[config.mk]
export PLATFORM = sky130hd
export DESIGN_NAME = dfs_edge_walker_flat
export DESIGN_NICKNAME = d
export VERILOG_FILES = /design/src/sv/dew_pkg.sv /design/src/sv/dew_ifs.sv /design/src/sv/dew_ram.sv /design/src/sv/dew_ctrl.sv /design/src/sv/dew_datapath.sv /design/src/sv/dfs_edge_walker.sv /design/src/flat_wrapper.sv
export SDC_FILE = /design/constraint.sdc
export NUM_CORES = 2
export LEC_CHECK = 0
export ABC_AREA = 0
export BUFFER_PORTS_ARGS = -buffer_cell sky130_fd_sc_hd__buf_2
export CORE_MARGIN = 2
export CORE_UTILIZATION = 43
export CTS_CLUSTER_DIAMETER = 100
export CTS_CLUSTER_SIZE = 20
export DETAILED_ROUTE_END_ITERATION = 16
export PLACE_DENSITY = 0.65
export SYNTH_ARGS = -nofsm -noshare
export SYNTH_HDL_FRONTEND = slang
export SYNTH_SLANG_ARGS = --single-unit
[constraint.sdc]
create_clock -name clk -period 9.56 [get_ports clk]
set_input_delay 1.912 -clock clk [delete_from_list [all_inputs] [get_ports clk]]
set_output_delay 1.912 -clock clk [all_outputs]
set_load 0.05 [all_outputs]
[src/sv/dew_pkg.sv]
`timescale 1ns / 1ps
// ----------------------------------------------------------------------------
// dew_pkg
// Types and codes shared by the depth-first edge walker modules.
// ----------------------------------------------------------------------------
package dew_pkg;

	localparam int FUNC_W = 2;
	localparam int VTX_W  = 5;
	localparam int KIND_W = 2;
	localparam int CNT_W  = 6;

	typedef logic [FUNC_W-1:0] func_t;
	typedef logic [VTX_W-1:0]  vtx_t;
	typedef logic [KIND_W-1:0] kind_t;
	typedef logic [CNT_W-1:0]  cnt_t;

	localparam func_t FUNC_CLEAR = 2'd0;
	localparam func_t FUNC_ADD   = 2'd1;
	localparam func_t FUNC_STEP  = 2'd2;

	localparam kind_t EVT_EDGE      = 2'd0;
	localparam kind_t EVT_COMP_DONE = 2'd1;
	localparam kind_t EVT_WALK_DONE = 2'd2;

	typedef struct packed {
		logic latch;
		logic clear;
		logic adj_rd_src;
		logic add_wr;
		logic step_init;
		logic emit_done;
		logic adj_rd_top;
		logic scan_adv;
		logic edge_emit;
		logic pop;
		logic top_ld;
		logic root_adv;
		logic root_take;
	} dew_cmd_t;

	typedef struct packed {
		logic phase_idle;
		logic phase_done;
		logic add_ok;
		logic out_free;
		logic level_zero;
		logic cur_end;
		logic row_hit;
		logic pop_last;
		logic root_end;
		logic root_hit;
	} dew_sts_t;

endpackage

[src/sv/dew_ifs.sv]
`timescale 1ns / 1ps
// ----------------------------------------------------------------------------
// dew channel interfaces
// Command, event and configuration channels with valid/ready handshakes.
// ----------------------------------------------------------------------------
interface dew_cmd_if;
	import dew_pkg::*;
	logic  valid;
	logic  ready;
	func_t func;
	vtx_t  src_vertex;
	vtx_t  dst_vertex;
	modport source (output valid, func, src_vertex, dst_vertex, input ready);
	modport sink (input valid, func, src_vertex, dst_vertex, output ready);
endinterface

interface dew_evt_if;
	import dew_pkg::*;
	logic  valid;
	logic  ready;
	kind_t event_kind;
	vtx_t  depth;
	vtx_t  from_vertex;
	vtx_t  to_vertex;
	logic  tree_edge;
	modport source (output valid, event_kind, depth, from_vertex, to_vertex, tree_edge,
		input ready);
	modport sink (input valid, event_kind, depth, from_vertex, to_vertex, tree_edge,
		output ready);
endinterface

interface dew_cfg_if;
	import dew_pkg::*;
	logic valid;
	logic ready;
	cnt_t vertex_count;
	modport source (output valid, vertex_count, input ready);
	modport sink (input valid, vertex_count, output ready);
endinterface

[src/sv/dew_ram.sv]
`timescale 1ns / 1ps
// ----------------------------------------------------------------------------
// dew_ram
// Generic single-write, single-read RAM with a registered read port.
// ----------------------------------------------------------------------------
module dew_ram #(
	parameter int WIDTH = 8,
	parameter int DEPTH = 32
) (
	input  logic                     clk,
	input  logic                     we,
	input  logic [$clog2(DEPTH)-1:0] waddr,
	input  logic [WIDTH-1:0]         wdata,
	input  logic                     re,
	input  logic [$clog2(DEPTH)-1:0] raddr,
	output logic [WIDTH-1:0]         rdata
);

	logic [WIDTH-1:0] mem [DEPTH];
	logic [WIDTH-1:0] rdata_q;

	always_ff @(posedge clk) begin
		if (we) begin
			mem[waddr] <= wdata;
		end
		if (re) begin
			rdata_q <= mem[raddr];
		end
	end

	assign rdata = rdata_q;

endmodule

[src/sv/dew_ctrl.sv]
`timescale 1ns / 1ps
// ----------------------------------------------------------------------------
// dew_ctrl
// Sequencer for the walker: decodes commands and steps the walk datapath.
// ----------------------------------------------------------------------------
module dew_ctrl (
	input  logic              clk,
	input  logic              arst_n,
	input  logic              in_valid,
	input  dew_pkg::func_t    in_func,
	output logic              in_ready,
	output dew_pkg::dew_cmd_t cmd,
	input  dew_pkg::dew_sts_t sts
);
	import dew_pkg::*;

	typedef enum logic [3:0] {
		ST_IDLE,
		ST_ADD_RD,
		ST_ADD_WR,
		ST_STEP_START,
		ST_CHECK,
		ST_ROOT,
		ST_ROW_RD,
		ST_SCAN,
		ST_POP_LD
	} state_t;

	state_t state_q;
	state_t state_nxt;

	assign in_ready = (state_q == ST_IDLE);

	always_comb begin
		state_nxt = state_q;
		cmd = '0;
		case (state_q)
			ST_IDLE: begin
				if (in_valid) begin
					cmd.latch = 1'b1;
					case (in_func)
						FUNC_CLEAR: cmd.clear = 1'b1;
						FUNC_ADD:   state_nxt = ST_ADD_RD;
						FUNC_STEP:  state_nxt = ST_STEP_START;
						default:    state_nxt = ST_IDLE;
					endcase
				end
			end
			ST_ADD_RD: begin
				if (sts.add_ok) begin
					cmd.adj_rd_src = 1'b1;
					state_nxt = ST_ADD_WR;
				end else begin
					state_nxt = ST_IDLE;
				end
			end
			ST_ADD_WR: begin
				cmd.add_wr = 1'b1;
				state_nxt = ST_IDLE;
			end
			ST_STEP_START: begin
				if (sts.out_free) begin
					if (sts.phase_done) begin
						cmd.emit_done = 1'b1;
						state_nxt = ST_IDLE;
					end else begin
						cmd.step_init = sts.phase_idle;
						state_nxt = ST_CHECK;
					end
				end
			end
			ST_CHECK: begin
				state_nxt = sts.level_zero ? ST_ROOT : ST_ROW_RD;
			end
			ST_ROOT: begin
				if (sts.root_end) begin
					cmd.emit_done = 1'b1;
					state_nxt = ST_IDLE;
				end else if (sts.root_hit) begin
					cmd.root_take = 1'b1;
					state_nxt = ST_ROW_RD;
				end else begin
					cmd.root_adv = 1'b1;
				end
			end
			ST_ROW_RD: begin
				cmd.adj_rd_top = 1'b1;
				state_nxt = ST_SCAN;
			end
			ST_SCAN: begin
				if (sts.cur_end) begin
					cmd.pop = 1'b1;
					state_nxt = sts.pop_last ? ST_IDLE : ST_POP_LD;
				end else if (sts.row_hit) begin
					cmd.edge_emit = 1'b1;
					state_nxt = ST_IDLE;
				end else begin
					cmd.scan_adv = 1'b1;
				end
			end
			ST_POP_LD: begin
				cmd.top_ld = 1'b1;
				state_nxt = ST_ROW_RD;
			end
			default: state_nxt = ST_IDLE;
		endcase
	end

	always_ff @(posedge clk or negedge arst_n) begin
		if (!arst_n) begin
			state_q <= ST_IDLE;
		end else begin
			state_q <= state_nxt;
		end
	end

endmodule

[src/sv/dew_datapath.sv]
`timescale 1ns / 1ps
// ----------------------------------------------------------------------------
// dew_datapath
// Adjacency memory, visit marks, explicit stack and the event register.
// ----------------------------------------------------------------------------
module dew_datapath #(
	parameter int MAX_VERTICES = 32
) (
	input  logic              clk,
	input  logic              arst_n,
	input  dew_pkg::dew_cmd_t cmd,
	output dew_pkg::dew_sts_t sts,
	input  dew_pkg::vtx_t     src_vertex,
	input  dew_pkg::vtx_t     dst_vertex,
	input  logic              cfg_valid,
	input  dew_pkg::cnt_t     cfg_count,
	input  logic              out_ready,
	output logic              out_valid,
	output dew_pkg::kind_t    out_kind,
	output dew_pkg::vtx_t     out_depth,
	output dew_pkg::vtx_t     out_from,
	output dew_pkg::vtx_t     out_to,
	output logic              out_tree
);
	import dew_pkg::*;

	localparam int VW = $clog2(MAX_VERTICES);
	localparam int CW = $clog2(MAX_VERTICES + 1);
	localparam int SW = VW + CW;

	typedef enum logic [1:0] {
		PH_IDLE,
		PH_RUN,
		PH_DONE
	} phase_t;

	phase_t                  phase_q;
	vtx_t                    src_q;
	vtx_t                    dst_q;
	cnt_t                    vcount_q;
	logic [MAX_VERTICES-1:0] adj_valid_q;
	logic [MAX_VERTICES-1:0] unvisited_q;
	logic [CW-1:0]           level_q;
	logic [CW-1:0]           root_cur_q;
	logic [VW-1:0]           top_v_q;
	logic [CW-1:0]           top_cur_q;
	logic [VW-1:0]           root_v_q;
	logic                    out_valid_q;
	kind_t                   out_kind_q;
	vtx_t                    out_depth_q;
	vtx_t                    out_from_q;
	vtx_t                    out_to_q;
	logic                    out_tree_q;

	logic [CW-1:0]           n_act;
	logic [VW-1:0]           src_idx;
	logic [VW-1:0]           dst_idx;
	logic [VW-1:0]           cur_idx;
	logic [VW-1:0]           root_idx;
	logic [MAX_VERTICES-1:0] adj_rdata;
	logic [MAX_VERTICES-1:0] adj_wdata;
	logic [MAX_VERTICES-1:0] row;
	logic [VW-1:0]           adj_raddr;
	logic [SW-1:0]           stk_rdata;
	logic [SW-1:0]           stk_wdata;
	logic                    stk_we;
	logic                    tree;
	logic                    push;
	logic [CW-1:0]           cur_next;

	assign n_act = (32'(vcount_q) > MAX_VERTICES) ? CW'(MAX_VERTICES) : CW'(vcount_q);
	assign src_idx = VW'(src_q);
	assign dst_idx = VW'(dst_q);
	assign cur_idx = top_cur_q[VW-1:0];
	assign root_idx = root_cur_q[VW-1:0];
	assign cur_next = CW'(top_cur_q + 1'b1);
	assign tree = unvisited_q[cur_idx];
	assign push = tree && (level_q != CW'(MAX_VERTICES));

	assign adj_raddr = cmd.adj_rd_src ? src_idx : top_v_q;
	assign adj_wdata = (adj_valid_q[src_idx] ? adj_rdata : '0)
		| (MAX_VERTICES'(1) << dst_idx);
	assign row = adj_valid_q[top_v_q] ? adj_rdata : '0;

	dew_ram #(
		.WIDTH(MAX_VERTICES),
		.DEPTH(MAX_VERTICES)
	) u_adj_ram (
		.clk  (clk),
		.we   (cmd.add_wr),
		.waddr(src_idx),
		.wdata(adj_wdata),
		.re   (cmd.adj_rd_src | cmd.adj_rd_top),
		.raddr(adj_raddr),
		.rdata(adj_rdata)
	);

	// The top of the stack lives in registers; the RAM holds the levels below it.
	assign stk_we = cmd.edge_emit & push;
	assign stk_wdata = {top_v_q, cur_next};

	dew_ram #(
		.WIDTH(SW),
		.DEPTH(MAX_VERTICES)
	) u_stack_ram (
		.clk  (clk),
		.we   (stk_we),
		.waddr(VW'(level_q - 1'b1)),
		.wdata(stk_wdata),
		.re   (cmd.pop),
		.raddr(VW'(level_q - 2'd2)),
		.rdata(stk_rdata)
	);

	always_comb begin
		sts = '0;
		sts.phase_idle = (phase_q == PH_IDLE);
		sts.phase_done = (phase_q == PH_DONE);
		sts.add_ok     = (32'(src_q) < MAX_VERTICES) && (32'(dst_q) < MAX_VERTICES);
		sts.out_free   = !out_valid_q || out_ready;
		sts.level_zero = (level_q == '0);
		sts.cur_end    = (top_cur_q >= n_act);
		sts.row_hit    = row[cur_idx];
		sts.pop_last   = (level_q == CW'(1));
		sts.root_end   = (root_cur_q >= n_act);
		sts.root_hit   = unvisited_q[root_idx];
	end

	always_ff @(posedge clk) begin
		if (cmd.latch) begin
			src_q <= src_vertex;
			dst_q <= dst_vertex;
		end
	end

	always_ff @(posedge clk or negedge arst_n) begin
		if (!arst_n) begin
			phase_q     <= PH_IDLE;
			vcount_q    <= cnt_t'(1);
			adj_valid_q <= '0;
			unvisited_q <= '0;
			level_q     <= '0;
			root_cur_q  <= '0;
			top_v_q     <= '0;
			top_cur_q   <= '0;
			root_v_q    <= '0;
			out_valid_q <= 1'b0;
			out_kind_q  <= EVT_WALK_DONE;
			out_depth_q <= '0;
			out_from_q  <= '0;
			out_to_q    <= '0;
			out_tree_q  <= 1'b0;
		end else begin
			if (cfg_valid) begin
				vcount_q <= cfg_count;
			end
			if (out_valid_q && out_ready) begin
				out_valid_q <= 1'b0;
			end
			if (cmd.clear) begin
				adj_valid_q <= '0;
				unvisited_q <= '0;
				level_q     <= '0;
				root_cur_q  <= '0;
				phase_q     <= PH_IDLE;
			end
			if (cmd.add_wr) begin
				adj_valid_q[src_idx] <= 1'b1;
				unvisited_q <= unvisited_q | (MAX_VERTICES'(1) << src_idx)
					| (MAX_VERTICES'(1) << dst_idx);
				if (phase_q == PH_DONE) begin
					phase_q <= PH_IDLE;
				end
			end
			if (cmd.step_init) begin
				root_cur_q <= '0;
				level_q    <= '0;
				phase_q    <= PH_RUN;
			end
			if (cmd.emit_done) begin
				phase_q     <= PH_DONE;
				out_valid_q <= 1'b1;
				out_kind_q  <= EVT_WALK_DONE;
				out_depth_q <= '0;
				out_from_q  <= '0;
				out_to_q    <= '0;
				out_tree_q  <= 1'b0;
			end
			if (cmd.root_adv) begin
				root_cur_q <= CW'(root_cur_q + 1'b1);
			end
			if (cmd.root_take) begin
				unvisited_q[root_idx] <= 1'b0;
				root_cur_q <= CW'(root_cur_q + 1'b1);
				level_q    <= CW'(1);
				top_v_q    <= root_idx;
				top_cur_q  <= '0;
				root_v_q   <= root_idx;
			end
			if (cmd.scan_adv) begin
				top_cur_q <= cur_next;
			end
			if (cmd.edge_emit) begin
				out_valid_q <= 1'b1;
				out_kind_q  <= EVT_EDGE;
				out_depth_q <= vtx_t'(level_q - 1'b1);
				out_from_q  <= vtx_t'(top_v_q);
				out_to_q    <= vtx_t'(cur_idx);
				out_tree_q  <= tree;
				if (tree) begin
					unvisited_q[cur_idx] <= 1'b0;
				end
				if (push) begin
					top_v_q   <= cur_idx;
					top_cur_q <= '0;
					level_q   <= CW'(level_q + 1'b1);
				end else begin
					top_cur_q <= cur_next;
				end
			end
			if (cmd.pop) begin
				level_q <= CW'(level_q - 1'b1);
				if (level_q == CW'(1)) begin
					out_valid_q <= 1'b1;
					out_kind_q  <= EVT_COMP_DONE;
					out_depth_q <= '0;
					out_from_q  <= vtx_t'(root_v_q);
					out_to_q    <= '0;
					out_tree_q  <= 1'b0;
				end
			end
			if (cmd.top_ld) begin
				top_v_q   <= stk_rdata[SW-1:CW];
				top_cur_q <= stk_rdata[CW-1:0];
			end
		end
	end

	assign out_valid = out_valid_q;
	assign out_kind  = out_kind_q;
	assign out_depth = out_depth_q;
	assign out_from  = out_from_q;
	assign out_to    = out_to_q;
	assign out_tree  = out_tree_q;

endmodule

[src/sv/dfs_edge_walker.sv]
`timescale 1ns / 1ps
// ----------------------------------------------------------------------------
// dfs_edge_walker
// Depth-first walk over a directed adjacency-bit matrix, one event per step.
// ----------------------------------------------------------------------------
// One beat is in work at a time. A step beat tests adjacency bits or root candidates one at a
// time, takes roots and pops levels until it emits an event; after walk done it emits walk done.
// Popping a deep stack rescans the rest of each row bit-serially before the next event.
// The event register lets a new beat enter while the previous event waits to be taken.
// Reset clears the matrix valid bits, the marks, the walk and sets vertex_count to 1.
module dfs_edge_walker #(
	parameter int MAX_VERTICES = 32
) (
	input logic      clk,
	input logic      arst_n,
	dew_cmd_if.sink  cmd,
	dew_evt_if.source evt,
	dew_cfg_if.sink  cfg
);
	import dew_pkg::*;

	dew_cmd_t dp_cmd;
	dew_sts_t dp_sts;

	assign cfg.ready = 1'b1;

	dew_ctrl u_ctrl (
		.clk     (clk),
		.arst_n  (arst_n),
		.in_valid(cmd.valid),
		.in_func (cmd.func),
		.in_ready(cmd.ready),
		.cmd     (dp_cmd),
		.sts     (dp_sts)
	);

	dew_datapath #(
		.MAX_VERTICES(MAX_VERTICES)
	) u_datapath (
		.clk       (clk),
		.arst_n    (arst_n),
		.cmd       (dp_cmd),
		.sts       (dp_sts),
		.src_vertex(cmd.src_vertex),
		.dst_vertex(cmd.dst_vertex),
		.cfg_valid (cfg.valid),
		.cfg_count (cfg.vertex_count),
		.out_ready (evt.ready),
		.out_valid (evt.valid),
		.out_kind  (evt.event_kind),
		.out_depth (evt.depth),
		.out_from  (evt.from_vertex),
		.out_to    (evt.to_vertex),
		.out_tree  (evt.tree_edge)
	);

endmodule
[src/flat_wrapper.sv]
// flat-port wrapper written by rule: the top's interface ports become plain ports
module dfs_edge_walker_flat import dew_pkg::*;
#(
	parameter int MAX_VERTICES = 32
)
  (clk, arst_n, cmd_valid, cmd_func, cmd_src_vertex, cmd_dst_vertex, cmd_ready, evt_valid, evt_event_kind, evt_depth, evt_from_vertex, evt_to_vertex, evt_tree_edge, evt_ready, cfg_valid, cfg_vertex_count, cfg_ready);
  dew_cmd_if cmd_i ();
  dew_evt_if evt_i ();
  dew_cfg_if cfg_i ();
  input logic clk;
  input logic arst_n;
  input wire logic [$bits(cmd_i.valid)-1:0] cmd_valid;
  input wire logic [$bits(cmd_i.func)-1:0] cmd_func;
  input wire logic [$bits(cmd_i.src_vertex)-1:0] cmd_src_vertex;
  input wire logic [$bits(cmd_i.dst_vertex)-1:0] cmd_dst_vertex;
  output wire logic [$bits(cmd_i.ready)-1:0] cmd_ready;
  output wire logic [$bits(evt_i.valid)-1:0] evt_valid;
  output wire logic [$bits(evt_i.event_kind)-1:0] evt_event_kind;
  output wire logic [$bits(evt_i.depth)-1:0] evt_depth;
  output wire logic [$bits(evt_i.from_vertex)-1:0] evt_from_vertex;
  output wire logic [$bits(evt_i.to_vertex)-1:0] evt_to_vertex;
  output wire logic [$bits(evt_i.tree_edge)-1:0] evt_tree_edge;
  input wire logic [$bits(evt_i.ready)-1:0] evt_ready;
  input wire logic [$bits(cfg_i.valid)-1:0] cfg_valid;
  input wire logic [$bits(cfg_i.vertex_count)-1:0] cfg_vertex_count;
  output wire logic [$bits(cfg_i.ready)-1:0] cfg_ready;
  assign cmd_i.valid = cmd_valid;
  assign cmd_i.func = cmd_func;
  assign cmd_i.src_vertex = cmd_src_vertex;
  assign cmd_i.dst_vertex = cmd_dst_vertex;
  assign cmd_ready = cmd_i.ready;
  assign evt_valid = evt_i.valid;
  assign evt_event_kind = evt_i.event_kind;
  assign evt_depth = evt_i.depth;
  assign evt_from_vertex = evt_i.from_vertex;
  assign evt_to_vertex = evt_i.to_vertex;
  assign evt_tree_edge = evt_i.tree_edge;
  assign evt_i.ready = evt_ready;
  assign cfg_i.valid = cfg_valid;
  assign cfg_i.vertex_count = cfg_vertex_count;
  assign cfg_ready = cfg_i.ready;
  dfs_edge_walker #(.MAX_VERTICES(MAX_VERTICES)) u_core (.clk(clk), .arst_n(arst_n), .cmd(cmd_i), .evt(evt_i), .cfg(cfg_i));
endmodule
==> reports/qor.txt <==
STA
-----------------------------------------------------------------------------------------------------
Post-route minimum period ..............................................................      4.65 ns
Final setup violation count ............................................................            0
Maximum clock frequency ................................................................      215 MHz
Worst slew slack as a fraction of its limit ............................................        6.49%
Final worst-path cycle share ...........................................................        48.7%
Post-route setup TNS ...................................................................         0 ns
Final number of hold-violating endpoints ...............................................            0
Number of pins with negative max-slew slack in the final report ........................            0
Worst-case hold slack ..................................................................     0.474 ns
Least-Margin Pin Slew ..................................................................      1.39 ns
RSZ-0062 raised after global routing ...................................................        false
Clock skew after layout ................................................................    0.0487 ns
Final Worst Setup Slack ................................................................      4.91 ns

FLOORPLAN
-----------------------------------------------------------------------------------------------------
Vert. Die Dim ..........................................................................       387 um
Number of top-level pins ...............................................................           44
Die width ..............................................................................       387 um
Count of standard-cell rows ............................................................          140
Starting density of the core ...........................................................        43.3%
Die outline area .......................................................................    0.150 mm2
Area of the core region ................................................................    0.146 mm2

CLOCK NETWORK
-----------------------------------------------------------------------------------------------------
CTS root buf ........................................................................... sky130_fd_sc_hd__clkbuf_16
CTS H-Tree Depth .......................................................................            3
CTS tree ...............................................................................          yes
Longest Clk Path Bufs ..................................................................            3
Clock Latency Late Sink ................................................................      0.74 ns
Number of gates resized after CTS ......................................................            0
Clock transition at path regs ..........................................................      0.09 ns
Total CTS buffers ......................................................................           87
Hold buffers post-CTS ..................................................................            0
Clock sink total .......................................................................         1552
Setup bufs post-CTS ....................................................................            0

LOGIC SYNTHESIS
-----------------------------------------------------------------------------------------------------
Mux cell area share after synthesis ....................................................        18.9%
Most area-hungry cell type in the Yosys netlist ........................................ sky130_fd_sc_hd__edfxtp_1
Average cell area after synthesis ......................................................     20.3 um2
Sequential share of the synthesized area ...............................................        73.0%
Yosys synthesis warning count ..........................................................            0
Flip-flop and latch count after synthesis ..............................................         1552
Dominant combinational cell family by area after synthesis ............................. multiplexers
Post-Synth XOR/XNOR Area ...............................................................      0.0556%
Number of synthesized flops with an enable pin .........................................         1429
Count of distinct cell types in the synthesized netlist ................................           66
Most instantiated library cell after synthesis ......................................... sky130_fd_sc_hd__edfxtp_1
Post-synthesis share of cell area spent on full adders, half adders and majority gates .       0.616%
Synthesized netlist net count ..........................................................         3151
Post-synthesis cell count ..............................................................         3097
Async S/R FF share, synth ..............................................................        7.93%
Leading register cell type out of synthesis ............................................ sky130_fd_sc_hd__edfxtp_1
Complex-gate fraction of the synthesized area ..........................................        3.10%
Post-synth design cell area ............................................................   0.0630 mm2
Largest cells by area after synthesis .................................................. sky130_fd_sc_hd__edfxtp_1 (68%), sky130_fd_sc_hd__mux4_2 (14%), sky130_fd_sc_hd__dfrtp_1 (4.8%)
Synth top area share ...................................................................        68.1%
Area share of and/or/nand/nor cells after synthesis ....................................        2.74%
Most common library cells after synthesis .............................................. sky130_fd_sc_hd__edfxtp_1 (1429), sky130_fd_sc_hd__mux4_2 (391), sky130_fd_sc_hd__mux2i_1 (241)

PLACEMENT
-----------------------------------------------------------------------------------------------------
HPWL after detailed placement ..........................................................     86300 um
Cell total after placement .............................................................         4951
Count of buffers from port buffering ...................................................           42
Worst setup slack after placement ......................................................      5.02 ns
GPL Wtd Cong ...........................................................................        0.853
Post-place instance area ...............................................................   0.0657 mm2

ROUTE
-----------------------------------------------------------------------------------------------------
Drt pass-1 iters .......................................................................            6
Final wirelength .......................................................................    154000 um
1st-iter DRT viols .....................................................................         3972
Antenna violation net count after detailed routing .....................................            0
Routed via count .......................................................................        31200
DRC violation count after routing ......................................................            0
Routed wire length per instance ........................................................      30.3 um
Vias per cell ..........................................................................         6.13

SETUP PATH
-----------------------------------------------------------------------------------------------------
Worst path buffer plus inverter count ..................................................            3
CP Cell Sequence ....................................................................... clkinv_1 -> buf_4 -> ha_1 -> nand2b_1 -> a31oi_1 -> o21ai_0 -> nor2b_1 -> nand3_1 -> buf_4 -> nor3_1 -> a221oi_1
Start-to-end type of the worst setup path ..............................................   reg -> reg
Data arrival time at the worst-slack endpoint ..........................................      5.22 ns
Library cell appearing most often on the critical path ................................. sky130_fd_sc_hd__buf_4
Highest cell delay on the worst timing path ............................................      1.10 ns
Sort of element at the start of the critical path ......................................    flip-flop
Cell family with the largest share of critical-path delay .............................. simple AND/OR/NAND/NOR gates
Required time of the critical path .....................................................     10.13 ns
Maximum fanout encountered on the critical timing path .................................           41
Crit end category ......................................................................    flip-flop
Critical path's slowest cell ........................................................... sky130_fd_sc_hd__dfrtp_1

CELLS AND AREA
-----------------------------------------------------------------------------------------------------
Non-filler instance count after layout .................................................         5087
Layout fillers .........................................................................        11900
Final non-filler cell area .............................................................   0.0682 mm2
Area growth, synth to finish ...........................................................        8.22%
End-of-flow core utilization ...........................................................        46.8%
# nets final ...........................................................................         3177
Share of cells above drive strength 1 ..................................................        23.2%

GLOBAL ROUTING
-----------------------------------------------------------------------------------------------------
Number of antenna violations at the first check in global routing ......................            3
Wire length of the first global-routing pass ...........................................    222000 um
Pin count of the biggest net entering global routing ...................................          150
All-layer global routing usage .........................................................        20.4%
Overflow left after global routing .....................................................            0
Via count of the first global-routing pass .............................................        30600

FLOW RUN
-----------------------------------------------------------------------------------------------------
# Max-Cap Violations ...................................................................            0

POWER
-----------------------------------------------------------------------------------------------------
Total design power .....................................................................      18.5 mW
Ratio of total power to cell area ......................................................   272 mW/mm2
Max IR drop VDD ........................................................................     0.371 mV
LEAKAGE ................................................................................      23.0 nW

RUN STATUS
-----------------------------------------------------------------------------------------------------
Status ................................................................................. complete, no violations

HOLD PATH
-----------------------------------------------------------------------------------------------------
Worst hold path type ...................................................................   reg -> reg

==> cell type report <==
cell class              count  area, um2  area share (%)
diodes                      2       5.00         0.00734
inverters                  23       86.3           0.127
multi-input cells        1339      16400            24.0
flip-flops and latches   1552      46000            67.5
repair buffers            120        848            1.24
clock buffers             129       2380            3.49
clock inverters             5       53.8          0.0789
well taps                1917       2400            3.52
==> layout by cell type (no fill, tap or decap), drive strengths merged, types with 3 or more instances in the layout <==
cell type  instances
clkinv             5
nor2              92
and2               8
o21ai             35
o211ai             6
a31oi              9
nor4               9
nand3             41
o22ai              5
nand2             70
ha                31
nand2b            18
mux2              57
nor2b             22
a22o              22
nand4              3
nand3b             4
a21oi             40
a211oi             6
a22oi              8
dfrtp            121
mux4             391
a21o              39
nor3              23
inv               22
and3              41
a221oi            74
o31ai              7
mux2i            242
clkbuf           129
buf              120
edfxtp          1429
or2                6
==> per-layer routing <==
layer / wire length (um) / track usage [%]
met5: 30 / 0
met4: 4210 / 5.44
met2: 73700 / 32.4
met1: 64100 / 29.0
met3: 12000 / 3.94
==> where the power goes <==
| group | switching (mW) | internal, mW |
|---|---|---|
| clock network | 2.12 | 1.73 |
| logic | 3.36 | 2.56 |
| registers | 0.429 | 8.34 |
==> state kept, by name, summed over array words and instances (netlist names), 2 cells and up <==
signal	cells
u_core.u_datapath.phase_q	2
u_core.u_ctrl.state_q	4
u_core.u_datapath.src_idx	5
u_core.u_datapath.adj_valid_q	32
u_core.u_datapath.out_depth	5
u_core.u_datapath.root_v_q	5
u_core.u_datapath.out_to	5
u_core.u_datapath.u_stack_ram.mem	352
u_core.u_datapath.dst_idx	5
u_core.u_datapath.top_v_q	5
u_core.u_datapath.level_q	6
u_core.u_datapath.vcount_q	6
u_core.u_datapath.root_cur_q	6
u_core.u_datapath.u_adj_ram.rdata	32
u_core.u_datapath.out_from	5
u_core.u_datapath.out_kind	2
u_core.u_datapath.top_cur_q	6
u_core.u_datapath.u_stack_ram.rdata	11
u_core.u_datapath.u_adj_ram.mem	1024
u_core.u_datapath.unvisited_q	32
==> cell families (layout without fill, tap and decap cells) <==
family / Yosys count / in the layout
buf+inv: 206 / 277
other cells: 1 / 3
flops: 1552 / 1552
xor+xnor: 4 / 4
fa+ha+maj: 31 / 31
compound gates: 266 / 266
mux: 690 / 690
simple gates: 347 / 347
==> path summary, 6_finish.rpt <==
check	start	slack (ns)	to	cells after the start
max in group asynchronous	arst_n	6.77	u_core.u_datapath.level_q[1]	2
max reg2reg	u_core.u_datapath.top_cur_q[0]	4.91	u_core.u_datapath.unvisited_q[11]	11
max	u_core.u_datapath.top_cur_q[0]	4.91	u_core.u_datapath.unvisited_q[11]	11
min reg2reg	u_core.u_datapath.out_kind[0]	0.47	u_core.u_datapath.out_kind[0]	1
min	u_core.u_datapath.out_kind[0]	0.47	u_core.u_datapath.out_kind[0]	1
min in group asynchronous	arst_n	1.21	u_core.u_datapath.out_from[1]	1
(Power assumes the default switching activity.)
